$ cat config.mk
export PLATFORM = sky130hd
export DESIGN_NAME = substitute_definition_parser_top
export DESIGN_NICKNAME = d
export VERILOG_FILES = /design/src/sv/sdp_pkg.sv /design/src/sv/sdp_front.sv /design/src/sv/sdp_queue.sv /design/src/sv/sdp_back.sv /design/src/sv/substitute_definition_parser_top.sv
export SDC_FILE = /design/constraint.sdc
export NUM_CORES = 1
export LEC_CHECK = 0
export BUFFER_PORTS_ARGS = -buffer_cell sky130_fd_sc_hd__buf_2
export CAP_MARGIN = 20
export CORE_MARGIN = 1
export CORE_UTILIZATION = 65
export DETAILED_ROUTE_END_ITERATION = 10
export PLACE_DENSITY = 0.84
export SYNTH_ARGS = -nofsm -noshare
export SYNTH_HDL_FRONTEND = slang
export SYNTH_HIERARCHICAL = 1
export SYNTH_SLANG_ARGS = --single-unit
$ cat constraint.sdc
create_clock -name aclk -period 9 [get_ports aclk]
set_input_delay 0.45 -clock aclk [delete_from_list [all_inputs] [get_ports aclk]]
set_output_delay 0.45 -clock aclk [all_outputs]
set_load 0.05 [all_outputs]
$ cat src/sv/sdp_pkg.sv
// ============================================================================
// sdp_pkg - shared types and constants for the substitute definition parser
// Holds the parse phase type, the status and result kind codes, the special
// characters of the definition syntax and the item types that travel between
// the front end, the queue and the back end.
// ============================================================================
package sdp_pkg;

    typedef enum logic [2:0] {
        PH_PREFIX  = 3'd0,
        PH_DELIM   = 3'd1,
        PH_PATTERN = 3'd2,
        PH_ACTION  = 3'd3,
        PH_FLAGS   = 3'd4,
        PH_DONE    = 3'd5
    } phase_t;

    localparam logic [1:0] ST_OK        = 2'd0;
    localparam logic [1:0] ST_MALFORMED = 2'd1;
    localparam logic [1:0] ST_BADPREFIX = 2'd2;
    localparam logic [1:0] ST_BADFLAG   = 2'd3;

    localparam logic [1:0] KIND_PATTERN = 2'd0;
    localparam logic [1:0] KIND_ACTION  = 2'd1;
    localparam logic [1:0] KIND_VERDICT = 2'd2;

    localparam logic [7:0] CH_M   = 8'h6D;
    localparam logic [7:0] CH_S   = 8'h73;
    localparam logic [7:0] CH_BSL = 8'h5C;
    localparam logic [7:0] CH_I   = 8'h69;
    localparam logic [7:0] CH_G   = 8'h67;
    localparam logic [7:0] CH_U   = 8'h75;
    localparam logic [7:0] CH_V   = 8'h76;
    localparam logic [7:0] CH_NUL = 8'h00;

    // Definitions shorter than this are malformed.
    localparam logic [1:0] MIN_LEN = 2'd3;

    // One decoded input item: up to three results (backslash, byte, verdict).
    typedef struct packed {
        logic [1:0] byte_kind;
        logic [7:0] ch;
        logic       emit_bs;
        logic       emit_ch;
        logic       emit_verdict;
        logic [1:0] status;
        logic       is_sub;
        logic [3:0] flags;
    } packet_t;

    // Queue status seen by the front end and the back end.
    typedef struct packed {
        logic full;
        logic valid;
    } queue_status_t;

endpackage

$ cat src/sv/sdp_front.sv
// ============================================================================
// sdp_front - byte classifier of the substitute definition parser
// Accepts one definition byte a cycle while the queue has room, updates the
// parse state and hands the queue a packet of that byte's results, if any.
// ============================================================================
module sdp_front (
    input  logic                   aclk,
    input  logic                   aresetn,
    input  logic                   in_valid,
    output logic                   in_ready,
    input  logic [7:0]             in_ch,
    input  logic                   in_last,
    input  sdp_pkg::queue_status_t q_status,
    output logic                   push,
    output sdp_pkg::packet_t       push_data
);

    sdp_pkg::phase_t phase_reg, phase_next;
    logic            esc_reg, esc_next;
    logic [7:0]      delim_reg, delim_next;
    logic            sub_reg, sub_next;
    logic [3:0]      flags_reg, flags_next;
    logic [1:0]      err_reg, err_next;
    logic [1:0]      len_reg, len_next;
    logic            accept;
    logic            stop;
    logic [1:0]      stop_err;
    logic            emit_bs, emit_ch;
    logic [1:0]      verdict;

    assign in_ready = !q_status.full;
    assign accept   = in_valid && in_ready;

    always_comb begin
        phase_next = phase_reg;
        esc_next   = esc_reg;
        delim_next = delim_reg;
        sub_next   = sub_reg;
        flags_next = flags_reg;
        len_next   = (len_reg < sdp_pkg::MIN_LEN) ? len_reg + 2'd1 : len_reg;
        stop       = 1'b0;
        stop_err   = sdp_pkg::ST_OK;
        emit_bs    = 1'b0;
        emit_ch    = 1'b0;

        if (phase_reg != sdp_pkg::PH_DONE && in_ch == sdp_pkg::CH_NUL) begin
            // A zero byte ends the definition; only in the flags is that clean.
            priority if (phase_reg == sdp_pkg::PH_PREFIX) begin
                stop     = 1'b1;
                stop_err = sdp_pkg::ST_BADPREFIX;
            end else if (phase_reg == sdp_pkg::PH_FLAGS) begin
                phase_next = sdp_pkg::PH_DONE;
            end else begin
                stop     = 1'b1;
                stop_err = sdp_pkg::ST_MALFORMED;
            end
        end else begin
            unique case (phase_reg)
                sdp_pkg::PH_PREFIX: begin
                    priority if (in_ch == sdp_pkg::CH_M) begin
                        sub_next   = 1'b0;
                        phase_next = sdp_pkg::PH_DELIM;
                    end else if (in_ch == sdp_pkg::CH_S) begin
                        sub_next   = 1'b1;
                        phase_next = sdp_pkg::PH_DELIM;
                    end else begin
                        stop     = 1'b1;
                        stop_err = sdp_pkg::ST_BADPREFIX;
                    end
                end
                sdp_pkg::PH_DELIM: begin
                    delim_next = in_ch;
                    esc_next   = 1'b0;
                    phase_next = sdp_pkg::PH_PATTERN;
                end
                sdp_pkg::PH_PATTERN, sdp_pkg::PH_ACTION: begin
                    // The delimiter test comes before the escape test.
                    if (!esc_reg) begin
                        priority if (in_ch == delim_reg) begin
                            phase_next = (phase_reg == sdp_pkg::PH_PATTERN && sub_reg) ?
                                         sdp_pkg::PH_ACTION : sdp_pkg::PH_FLAGS;
                        end else if (in_ch == sdp_pkg::CH_BSL) begin
                            esc_next = 1'b1;
                        end else begin
                            emit_ch = 1'b1;
                        end
                    end else begin
                        // An escaped delimiter loses its backslash.
                        emit_bs  = (in_ch != delim_reg);
                        emit_ch  = 1'b1;
                        esc_next = 1'b0;
                    end
                end
                sdp_pkg::PH_FLAGS: begin
                    priority if (in_ch == sdp_pkg::CH_I) begin
                        flags_next = flags_reg | 4'b0001;
                    end else if (in_ch == sdp_pkg::CH_G) begin
                        flags_next = flags_reg | 4'b0010;
                    end else if (in_ch == sdp_pkg::CH_U) begin
                        flags_next = flags_reg | 4'b0100;
                    end else if (in_ch == sdp_pkg::CH_V) begin
                        flags_next = flags_reg | 4'b1000;
                    end else begin
                        stop     = 1'b1;
                        stop_err = sdp_pkg::ST_BADFLAG;
                    end
                end
                default: begin
                end
            endcase
        end

        if (stop) begin
            phase_next = sdp_pkg::PH_DONE;
        end
        err_next = (stop && err_reg == sdp_pkg::ST_OK) ? stop_err : err_reg;

        priority if (len_next < sdp_pkg::MIN_LEN) begin
            verdict = sdp_pkg::ST_MALFORMED;
        end else if (err_next != sdp_pkg::ST_OK) begin
            verdict = err_next;
        end else if (phase_next == sdp_pkg::PH_FLAGS || phase_next == sdp_pkg::PH_DONE) begin
            verdict = sdp_pkg::ST_OK;
        end else begin
            verdict = sdp_pkg::ST_MALFORMED;
        end

        push_data.byte_kind    = (phase_reg == sdp_pkg::PH_ACTION) ?
                                 sdp_pkg::KIND_ACTION : sdp_pkg::KIND_PATTERN;
        push_data.ch           = in_ch;
        push_data.emit_bs      = emit_bs;
        push_data.emit_ch      = emit_ch;
        push_data.emit_verdict = in_last;
        push_data.status       = verdict;
        push_data.is_sub       = sub_next;
        push_data.flags        = flags_next;
    end

    assign push = accept && (emit_bs || emit_ch || in_last);

    always_ff @(posedge aclk) begin
        if (!aresetn || (accept && in_last)) begin
            phase_reg <= sdp_pkg::PH_PREFIX;
            esc_reg   <= 1'b0;
            delim_reg <= 8'd0;
            sub_reg   <= 1'b0;
            flags_reg <= 4'd0;
            err_reg   <= sdp_pkg::ST_OK;
            len_reg   <= 2'd0;
        end else if (accept) begin
            phase_reg <= phase_next;
            esc_reg   <= esc_next;
            delim_reg <= delim_next;
            sub_reg   <= sub_next;
            flags_reg <= flags_next;
            err_reg   <= err_next;
            len_reg   <= len_next;
        end
    end

    a_reset_after_last: assert property (@(posedge aclk) disable iff (!aresetn)
        (accept && in_last) |=> (phase_reg == sdp_pkg::PH_PREFIX && len_reg == 2'd0))
        else $error("parse state not cleared after last byte");

    // A zero byte right after a backslash stops parsing with the escape still set.
    a_escape_only_in_body: assert property (@(posedge aclk) disable iff (!aresetn)
        esc_reg |-> (phase_reg == sdp_pkg::PH_PATTERN || phase_reg == sdp_pkg::PH_ACTION ||
                     phase_reg == sdp_pkg::PH_DONE))
        else $error("escape pending outside pattern or action");

endmodule

$ cat src/sv/sdp_queue.sv
// ============================================================================
// sdp_queue - short packet queue between front end and back end
// Register-based FIFO of decoded packets so that input and output can stall
// independently of each other.
// ============================================================================
module sdp_queue #(
    parameter int DEPTH = 4
) (
    input  logic                   aclk,
    input  logic                   aresetn,
    input  logic                   push,
    input  sdp_pkg::packet_t       push_data,
    input  logic                   pop,
    output sdp_pkg::packet_t       head,
    output sdp_pkg::queue_status_t status
);

    localparam int AW = (DEPTH > 1) ? $clog2(DEPTH) : 1;
    localparam int CW = $clog2(DEPTH + 1);

    sdp_pkg::packet_t entry_reg [DEPTH];
    logic [AW-1:0]    wr_ptr_reg, rd_ptr_reg;
    logic [CW-1:0]    cnt_reg, cnt_next;
    logic             do_push, do_pop;

    assign status.full  = (cnt_reg == CW'(DEPTH));
    assign status.valid = (cnt_reg != '0);
    assign head         = entry_reg[rd_ptr_reg];
    assign do_push      = push && !status.full;
    assign do_pop       = pop && status.valid;

    always_comb begin
        cnt_next = cnt_reg;
        unique case ({do_push, do_pop})
            2'b10:   cnt_next = cnt_reg + CW'(1);
            2'b01:   cnt_next = cnt_reg - CW'(1);
            default: cnt_next = cnt_reg;
        endcase
    end

    always_ff @(posedge aclk) begin
        if (!aresetn) begin
            wr_ptr_reg <= '0;
            rd_ptr_reg <= '0;
            cnt_reg    <= '0;
        end else begin
            cnt_reg <= cnt_next;
            if (do_push) begin
                wr_ptr_reg <= (wr_ptr_reg == AW'(DEPTH - 1)) ? '0 : wr_ptr_reg + AW'(1);
            end
            if (do_pop) begin
                rd_ptr_reg <= (rd_ptr_reg == AW'(DEPTH - 1)) ? '0 : rd_ptr_reg + AW'(1);
            end
        end
    end

    always_ff @(posedge aclk) begin
        if (do_push) begin
            entry_reg[wr_ptr_reg] <= push_data;
        end
    end

    a_no_overflow: assert property (@(posedge aclk) disable iff (!aresetn)
        !(push && status.full))
        else $error("packet pushed into full queue");

endmodule

$ cat src/sv/sdp_back.sv
// ============================================================================
// sdp_back - result emitter of the substitute definition parser
// Unpacks queued packets into single results and drives the registered
// output stream, one result a cycle while out_ready is high and work is waiting.
// ============================================================================
module sdp_back (
    input  logic                   aclk,
    input  logic                   aresetn,
    input  sdp_pkg::queue_status_t q_status,
    input  sdp_pkg::packet_t       head,
    output logic                   pop,
    output logic                   out_valid,
    input  logic                   out_ready,
    output logic [1:0]             out_kind,
    output logic [7:0]             out_char,
    output logic [1:0]             out_status,
    output logic                   out_sub,
    output logic [3:0]             out_flags,
    output logic                   out_end
);

    sdp_pkg::packet_t cur_reg, cur_next;
    logic [2:0]       pend_reg, pend_next;   // {verdict, byte, backslash}
    logic [2:0]       sel, rest, pend_after;
    logic             adv;
    logic             valid_reg;
    logic [1:0]       kind_reg;
    logic [7:0]       char_reg;
    logic [1:0]       status_reg;
    logic             sub_reg;
    logic [3:0]       flags_reg;
    logic             end_reg;

    assign adv        = (pend_reg != 3'b000) && (!valid_reg || out_ready);
    assign sel        = pend_reg & (~pend_reg + 3'b001);
    assign rest       = pend_reg & ~sel;
    assign pend_after = adv ? rest : pend_reg;
    assign pop        = (pend_after == 3'b000) && q_status.valid;

    always_comb begin
        cur_next  = pop ? head : cur_reg;
        pend_next = pop ? {head.emit_verdict, head.emit_ch, head.emit_bs} : pend_after;
    end

    always_ff @(posedge aclk) begin
        if (!aresetn) begin
            pend_reg  <= 3'b000;
            valid_reg <= 1'b0;
        end else begin
            pend_reg <= pend_next;
            if (adv) begin
                valid_reg <= 1'b1;
            end else if (out_ready) begin
                valid_reg <= 1'b0;
            end
        end
    end

    always_ff @(posedge aclk) begin
        cur_reg <= cur_next;
        if (adv) begin
            end_reg <= (rest == 3'b000);
            if (sel[2]) begin
                kind_reg   <= sdp_pkg::KIND_VERDICT;
                char_reg   <= 8'd0;
                status_reg <= cur_reg.status;
                sub_reg    <= cur_reg.is_sub;
                flags_reg  <= cur_reg.flags;
            end else begin
                kind_reg   <= cur_reg.byte_kind;
                char_reg   <= sel[0] ? sdp_pkg::CH_BSL : cur_reg.ch;
                status_reg <= sdp_pkg::ST_OK;
                sub_reg    <= 1'b0;
                flags_reg  <= 4'd0;
            end
        end
    end

    assign out_valid  = valid_reg;
    assign out_kind   = kind_reg;
    assign out_char   = char_reg;
    assign out_status = status_reg;
    assign out_sub    = sub_reg;
    assign out_flags  = flags_reg;
    assign out_end    = end_reg;

    a_verdict_ends_run: assert property (@(posedge aclk) disable iff (!aresetn)
        (valid_reg && kind_reg == sdp_pkg::KIND_VERDICT) |-> end_reg)
        else $error("verdict result without end of run");

    a_byte_fields_clear: assert property (@(posedge aclk) disable iff (!aresetn)
        (valid_reg && kind_reg != sdp_pkg::KIND_VERDICT) |->
        (status_reg == sdp_pkg::ST_OK && !sub_reg && flags_reg == 4'd0))
        else $error("byte result carries verdict fields");

endmodule

$ cat src/sv/substitute_definition_parser_top.sv
// ============================================================================
// substitute_definition_parser_top - sed-style m/re/ and s/re/act/ parser
// Streams a match or substitute definition one byte per item and emits the
// decoded pattern and action bytes followed by a verdict on the last byte.
// ============================================================================
// Path: an accepted item's packet waits in the queue, is taken into the back
//   end's packet register and leaves as results through the output register.
// Throughput: one input item and one result per cycle while m_tready is high;
//   items yielding two or three results fill the queue until the input stalls.
// Reset: aresetn is synchronous and active low; it returns the parser to
//   the prefix phase and empties the queue and the output register.
// ============================================================================
module substitute_definition_parser_top #(
    parameter int QUEUE_DEPTH = 4
) (
    input  logic        aclk,
    input  logic        aresetn,
    // Input stream: one definition byte per item.
    input  logic        s_tvalid,
    output logic        s_tready,
    input  logic [7:0]  s_tdata,    // [7:0] ch
    input  logic        s_tlast,    // last byte of the definition
    // Result stream.
    output logic        m_tvalid,
    input  logic        m_tready,
    output logic [15:0] m_tdata,    // [7:0] out_char, [9:8] status,
                                    // [10] is_substitute, [14:11] flag_bits,
                                    // [15] zero
    output logic [1:0]  m_tuser,    // [1:0] kind
    output logic        m_tlast     // last result caused by an input item
);

    sdp_pkg::queue_status_t q_status;
    sdp_pkg::packet_t       push_data;
    sdp_pkg::packet_t       head;
    logic                   push;
    logic                   pop;
    logic [7:0]             out_char;
    logic [1:0]             out_status;
    logic                   out_sub;
    logic [3:0]             out_flags;

    // The front end parses each byte as soon as it is accepted and describes
    // its results (an escape backslash, the byte itself, a verdict) in one
    // packet. Bytes that produce nothing never enter the queue.
    sdp_front u_front (
        .aclk      (aclk),
        .aresetn   (aresetn),
        .in_valid  (s_tvalid),
        .in_ready  (s_tready),
        .in_ch     (s_tdata),
        .in_last   (s_tlast),
        .q_status  (q_status),
        .push      (push),
        .push_data (push_data)
    );

    // The queue absorbs bursts of multi-result items while output stalls.
    sdp_queue #(
        .DEPTH (QUEUE_DEPTH)
    ) u_queue (
        .aclk      (aclk),
        .aresetn   (aresetn),
        .push      (push),
        .push_data (push_data),
        .pop       (pop),
        .head      (head),
        .status    (q_status)
    );

    // The back end unpacks each packet into single results and keeps the
    // output register full whenever work is waiting.
    sdp_back u_back (
        .aclk       (aclk),
        .aresetn    (aresetn),
        .q_status   (q_status),
        .head       (head),
        .pop        (pop),
        .out_valid  (m_tvalid),
        .out_ready  (m_tready),
        .out_kind   (m_tuser),
        .out_char   (out_char),
        .out_status (out_status),
        .out_sub    (out_sub),
        .out_flags  (out_flags),
        .out_end    (m_tlast)
    );

    assign m_tdata = {1'b0, out_flags, out_sub, out_status, out_char};

endmodule
==> results of run 1 <==
[metal layers]
metal  vias to the layer above  track usage (%)
met1                      1741             29.6
li1                       1646                -
met3                        21             5.76
met4                         0             12.8
met5                         -                0
met2                       130             43.5
[worst paths after layout]
path                             start  slack [ps]                      end  depth (start not counted)
setup / recovery  u_front/delim_reg[7]        5500       u_queue/cnt_reg[2]                         13
hold / removal                 s_tlast         250  u_queue/entry_reg[0][7]                          1
hold reg to reg     u_front/len_reg[0]         490       u_front/len_reg[1]                          2
setup reg to reg  u_front/delim_reg[7]        5500       u_queue/cnt_reg[2]                         13
[final cells by class]
class,instances,area [um^2]
inverters,16,60.1
flip-flops and latches,149,4130
repair buffers,36,198
fillers,582,2310
clock buffers,21,482
well taps,129,161
multi-input cells,232,1910
clock inverters,11,111
[cell families after synthesis]
family / Yosys count / synth area share, %
AND/OR/NAND/NOR: 128 / 11.4
buffers and inverters: 54 / 5.24
AO/OA/AOI/OAI: 54 / 6.81
adder cells (fa/ha/maj): 7 / 1.49
other: 2 / 0.118
flip-flops: 149 / 64.8
multiplexers: 30 / 8.63
XOR/XNOR: 11 / 1.51
[placed cells by master, fill, tap and decap left out, types with 3 or more instances in the layout]
| cell type | count |
|---|---|
| nor4_1 | 6 |
| o21ai_0 | 9 |
| nor2_1 | 37 |
| clkinv_4 | 3 |
| nor3b_2 | 3 |
| and2_1 | 18 |
| ha_1 | 6 |
| a211oi_1 | 3 |
| nand3_1 | 4 |
| nor3b_1 | 5 |
| edfxtp_1 | 115 |
| nor2b_1 | 7 |
| nand2_1 | 18 |
| dfxtp_1 | 34 |
| inv_6 | 4 |
| mux4_2 | 20 |
| nand4_1 | 3 |
| a31o_2 | 3 |
| a41oi_1 | 3 |
| buf_4 | 3 |
| buf_2 | 32 |
| xor2_1 | 10 |
| clkbuf_16 | 18 |
| mux2i_1 | 10 |
| o21a_1 | 5 |
| a21oi_1 | 8 |
| or3_1 | 3 |
| inv_1 | 16 |
| nor3_1 | 5 |
[where the power goes]
| part | leakage, nW | internal [W] | switching [W] | total, W |
|---|---|---|---|---|
| logic | 0.832 | 0.000132 | 0.000260 | 0.000392 |
| registers | 1.35 | 0.000867 | 0.0000463 | 0.000913 |
| clock network | 0.286 | 0.000411 | 0.000274 | 0.000686 |
[through the flow]
step	hold slack, ps	instances
2_1_floorplan	458	435
3_3_place_gp	467	560
3_5_place_dp	485	560
4_1_cts	210	592
5_1_grt	215	594
6_report	248	594
[worst max-delay path, cell delays in order, from the launching register on]
cell	delay, ps
dfxtp_1	330
xor2_1	170
nor4_1	540
nand2_1	220
o21a_1	290
o21a_1	200
nor2b_1	210
inv_1	120
ha_1	200
inv_1	70
fa_1	430
xor2_1	160
or3_1	310
a21boi_0	160
==> reports/summary.txt, run 1 <==
Status = finished clean
Number of flip-flops under the largest register name = 80
Final RePlAce weighted congestion = 0.862
Top-count cell post-synth = edfxtp_1
Leak = 2.46 nW
Initial Utilization = 68.0%
Final ANT Viol Nets = 0
Number of H-tree levels = 4
Row cnt = 35
M1 WL = 4.56 mm
Num CTS Buffers = 17
Post-synth ARST share = 0%
Met3 WL = 665 um
Synth Register Bits = 149
Dpl hpwl = 6.98 mm
CTS Buffer Depth = 2
I/O Buffers = 32
Number of diodes = 0
CTS Hold Bufs = 0
DR WL/cell = 19.3 um
Critical Path Start Type = flip-flop
Commonest cells in the netlist = 115 x edfxtp_1, 37 x nor2_1, 34 x dfxtp_1, 20 x mux4_2
Routed vias = 3538
Layout cells sized above 1 = 22.8%
Peak fanout along the critical path = 7
Post-route design area = 7060 um^2
Die area = 10200 um^2
Power Dens Cells = 282 nW/um^2
Pre-antenna DRT Iters = 4
Root buffer cell = clkbuf_8
Vias in the first global route = 3545
RSZ-0062 raised after global routing = false
Largest cells by area after synthesis = edfxtp_1 54%, dfxtp_1 11%, mux4_2 7.1%, nor2_1 2.2%, and2_1 1.8%
Post-CTS Setup Bufs = 0
TritonCTS clock tree = done
# setup viols final = 0
Syn Inst Count = 435
Vias per inst = 5.96
Routed wire length = 11.4 mm
Total power draw = 0.00199 W
Setup_tns = 0 ps
Pins Over Slew Limit = 0
Average cell area after synthesis = 14.7 um^2
Resized Gates After CTS = 0
DR iter-0 viols = 204
Metal2 WL = 5.98 mm
Clock transition at path regs = 60 ps
Area Growth Syn to Fin = 10.7%
Syn Std Cell Area = 6380 um^2
Die H = 101 um
Yosys Warn Count = 6
Synth area leader = edfxtp_1
Max_slew headroom = 27.1%
Highest metal used = met4
Clk_skew = 7.07 ps
GRT overflow = 0
Setup Crit Path Kind = flip-flop to flip-flop
Syn_nets = 455
Worst Path Required = 9450 ps
Core area = 9370 um^2
Clock latency on the worst-skew pair = 520 ps
HP Class = primary input to flip-flop
Crit end category = flip-flop
Place WS = 5250 ps
VDD IR max = 0.149 mV
Total GRT Usage = 25.2%
Worst Tran Pin Value = 1090 ps
Setup slack after layout = 5500 ps
Layout Utilization = 75.3%
Worst EP arrival = 3950 ps
DP Area = 6440 um^2
Share of the synthesized area in the top cell type = 54.2%
Register area share after synthesis = 64.8%
Final min period = 3500 ps
Clock Sinks = 149
Peak Freq = 0.285 GHz
Final #Nets = 472
MaxCap Viol Count = 0
I/O Pins = 34
Fin. Hold Viols = 0
Final Cycle Share = 38.9%
DRC viols = 0
Synth unique cells = 70
Number of flops mapped to enable cells by yosys = 115
Initial antenna violation count = 0
Top_reg_cell synth = edfxtp_1
First-pass GRT wire length = 18.2 mm
Die X-Extent = 101 um
Largest net degree at the start of global routing = 22
Note: power is estimated with default switching activity, not from simulation.
==> run 2: changes to the inputs <==
Settings changed: ABC_AREA set to 1, CORE_UTILIZATION 65 to 55, PLACE_DENSITY 0.84 to 0.76.
Clock period 9 ns to 3.1 ns, I/O delays scaled along.
==> run 2 against run 1 <==
Register-to-register slack got worse by 5000 ps. Clock-buffer cell count is 4 higher. Non-clock buffer count increased by 3. Core utilization down 11 points. Sequential power rose to 3.2 times the previous value. Synthesized area increased by 1.0%. Cell area increased by 3.4%. Power grew to 3.7 times the previous value. Routed wire length increased by 3.9%. Largest cell class unchanged.
==> reports/summary.txt, run 2 <==
Critical Path Start Type = flip-flop
CTS Hold Bufs = 0
Die X-Extent = 110 um
R2r startpoint = u_front/delim_reg[3]
Top-count cell post-synth = edfxtp_1
Worst EP arrival = 2920 ps
Area Growth Syn to Fin = 13.3%
Peak Freq = 0.390 GHz
Pins Over Slew Limit = 0
Initial Utilization = 56.4%
# setup viols final = 0
Syn Inst Count = 616
MaxCap Viol Count = 0
CP peak stage delay = 430 ps
Final RePlAce weighted congestion = 0.915
Syn_nets = 636
Yosys Warn Count = 6
Average cell area after synthesis = 10.5 um^2
Num CTS Buffers = 17
HP Class = primary input to flip-flop
Setup Crit Path Kind = flip-flop to flip-flop
Register area share after synthesis = 64.2%
Number of flip-flops under the largest register name = 80
Worst-path cell chain = inv_1 > nand2_1 > nand2_1 > nor2_1 > nand2_1 > nor2_2 > nand2_1 > nand2_1 > inv_1 > nor2_1 > nor2_1 > nand2_2 > ha_1 > inv_1 > fa_1 > nand2_1 > nand3_1 > nand2_1 > inv_1 > nor2_1
Setup_tns = 0 ps
Syn Std Cell Area = 6440 um^2
Final ANT Viol Nets = 0
Root buffer cell = clkbuf_16
Synth area leader = edfxtp_1
Post-synth ARST share = 0%
Area of the multi-input gates = 1830 um^2
VDD IR max = 0.713 mV
Leak = 2.92 nW
Fillers = 866
Synth unique cells = 40
Hold Path End = u_queue/entry_reg[3][15]
CTS Buffer Depth = 2
Dpl hpwl = 7.97 mm
Number of flops mapped to enable cells by yosys = 115
Cells on worst reg2reg path = 20
Worst reg2reg endpoint = u_queue/cnt_reg[2]
Final min period = 2570 ps
Layout cells sized above 1 = 18.0%
Worst Path Required = 3460 ps
Total power draw = 0.00728 W
Hold path start = s_tdata[5]
R2R Setup Slk = 530 ps
Number of H-tree levels = 4
WHS Path Cells = 1
Clock transition at path regs = 60 ps
I/O Pins = 34
GRT overflow = 0
Synth Register Bits = 149
Row cnt = 39
Post-CTS Setup Bufs = 0
I/O Buffers = 32
Top cell by count, worst path = nand2_1
TritonCTS clock tree = done
Clock Sinks = 149
Largest net degree at the start of global routing = 41
Status = finished clean
Largest cells by area after synthesis = edfxtp_1 54%, dfxtp_1 11%, nor2_1 5.5%, nand2_1 4.7%, inv_1 3.8%
Share of the synthesized area in the top cell type = 53.6%
Routed wire length = 11.9 mm
Crit end category = flip-flop
Top_reg_cell synth = edfxtp_1
Core area = 11400 um^2
Max_slew headroom = 54.0%
Resized Gates After CTS = 0
Register area = 4130 um^2
DRC viols = 0
DR iter-0 viols = 330
RSZ-0062 raised after global routing = false
Clock latency on the worst-skew pair = 420 ps
Clk_skew = 10.6 ps
Final Cycle Share = 82.8%
Vias in the first global route = 4040
Die area = 12100 um^2
First-pass GRT wire length = 19.1 mm
Total GRT Usage = 21.6%
Peak fanout along the critical path = 7
Vias per inst = 5.36
Initial antenna violation count = 0
Routed vias = 4284
Power Dens Cells = 997 nW/um^2
Worst Tran Pin Value = 689 ps
Pre-antenna DRT Iters = 5
CP max stage cell = fa_1
Commonest cells in the netlist = 115 x edfxtp_1, 95 x nor2_1, 81 x nand2_1, 65 x inv_1, 43 x o21ai_1
Number of diodes = 0
Fin. Hold Viols = 0
Final #Nets = 663
Commonest non-fill, non-tap cell in the layout = edfxtp_1
Commonest non-fill, non-tap cells in the layout = 115 x edfxtp_1, 95 x nor2_1, 81 x nand2_1, 65 x inv_1, 43 x o21ai_1
Die H = 110 um
DR WL/cell = 14.9 um
run 2: cell count changes after synthesis, sizes merged, moves of 13 or more:
cell / delta
nor2: +73
a21oi: +13
inv: +58
o22ai: +19
nand2: +79
nand3: +13
o21ai: +51
mux4: -20
and2: -17
run 2: logic make-up (layout without fill, tap and decap cells):
logic type | count (synthesis) | count (layout) | synth area share, %
AO/OA/AOI/OAI | 114 | 114 | 9.85
flip-flops | 149 | 149 | 64.2
adder cells (fa/ha/maj) | 7 | 7 | 1.48
AND/OR/NAND/NOR | 239 | 239 | 17.0
other | 2 | 2 | 0.117
buffers and inverters | 105 | 145 | 7.34
run 2: metrics by stage:
step           instances  util (%)  area, um^2  hold slack, ps  setup slack (ps)
2_1_floorplan        616         -        6440             253               437
3_3_place_gp         767      58.1        6640             435               574
3_5_place_dp         767      58.1        6640             452               471
4_1_cts              799      63.9        7300            18.1               543
5_1_grt              799      63.9        7300            32.6               297
6_report             799      63.9        7300            19.6               534
run 2: worst max-delay path by stage:
stage / endpoint / slack [ps] / start
detailed placement: u_queue/cnt_reg[2] / 470 / s_tdata[3]
floorplan: u_queue/cnt_reg[2] / 440 / u_back/out_valid
global placement: u_queue/cnt_reg[2] / 570 / s_tdata[2]
global route: u_queue/cnt_reg[2] / 300 / u_front/delim_reg[7]
finish: u_queue/cnt_reg[2] / 530 / u_front/delim_reg[3]
CTS: u_queue/cnt_reg[2] / 540 / u_front/delim_reg[3]
run 2: final cells by class:
cell class              count  share of cell area, %
flip-flops and latches    149                   56.6
inverters                  74                   3.84
clock buffers              25                   7.68
multi-input cells         362                   25.1
repair buffers             39                   2.91
clock inverters             7                   1.37
well taps                 143                   2.45
run 2: per-layer routing:
metal	GRT usage, %	vias up	share of wire (%)
met5	0	-	0
met4	9.21	0	1.8
met3	5.53	22	7.0
met2	36.8	151	50
met1	26.2	1990	41
li1	-	2121	-
run 2: critical path: cells and delay by family (launching register included):
| kind | cells | cell delay (ps) |
|---|---|---|
| buf+inv | 4 | 220 |
| simple gates | 14 | 1320 |
| fa+ha+maj | 2 | 610 |
| flops | 1 | 320 |
run 2: power breakdown:
group          switching [W]  total, W  internal [W]
Clock               0.000773   0.00220       0.00143
Combinational        0.00161   0.00216      0.000548
Sequential          0.000160   0.00291       0.00276
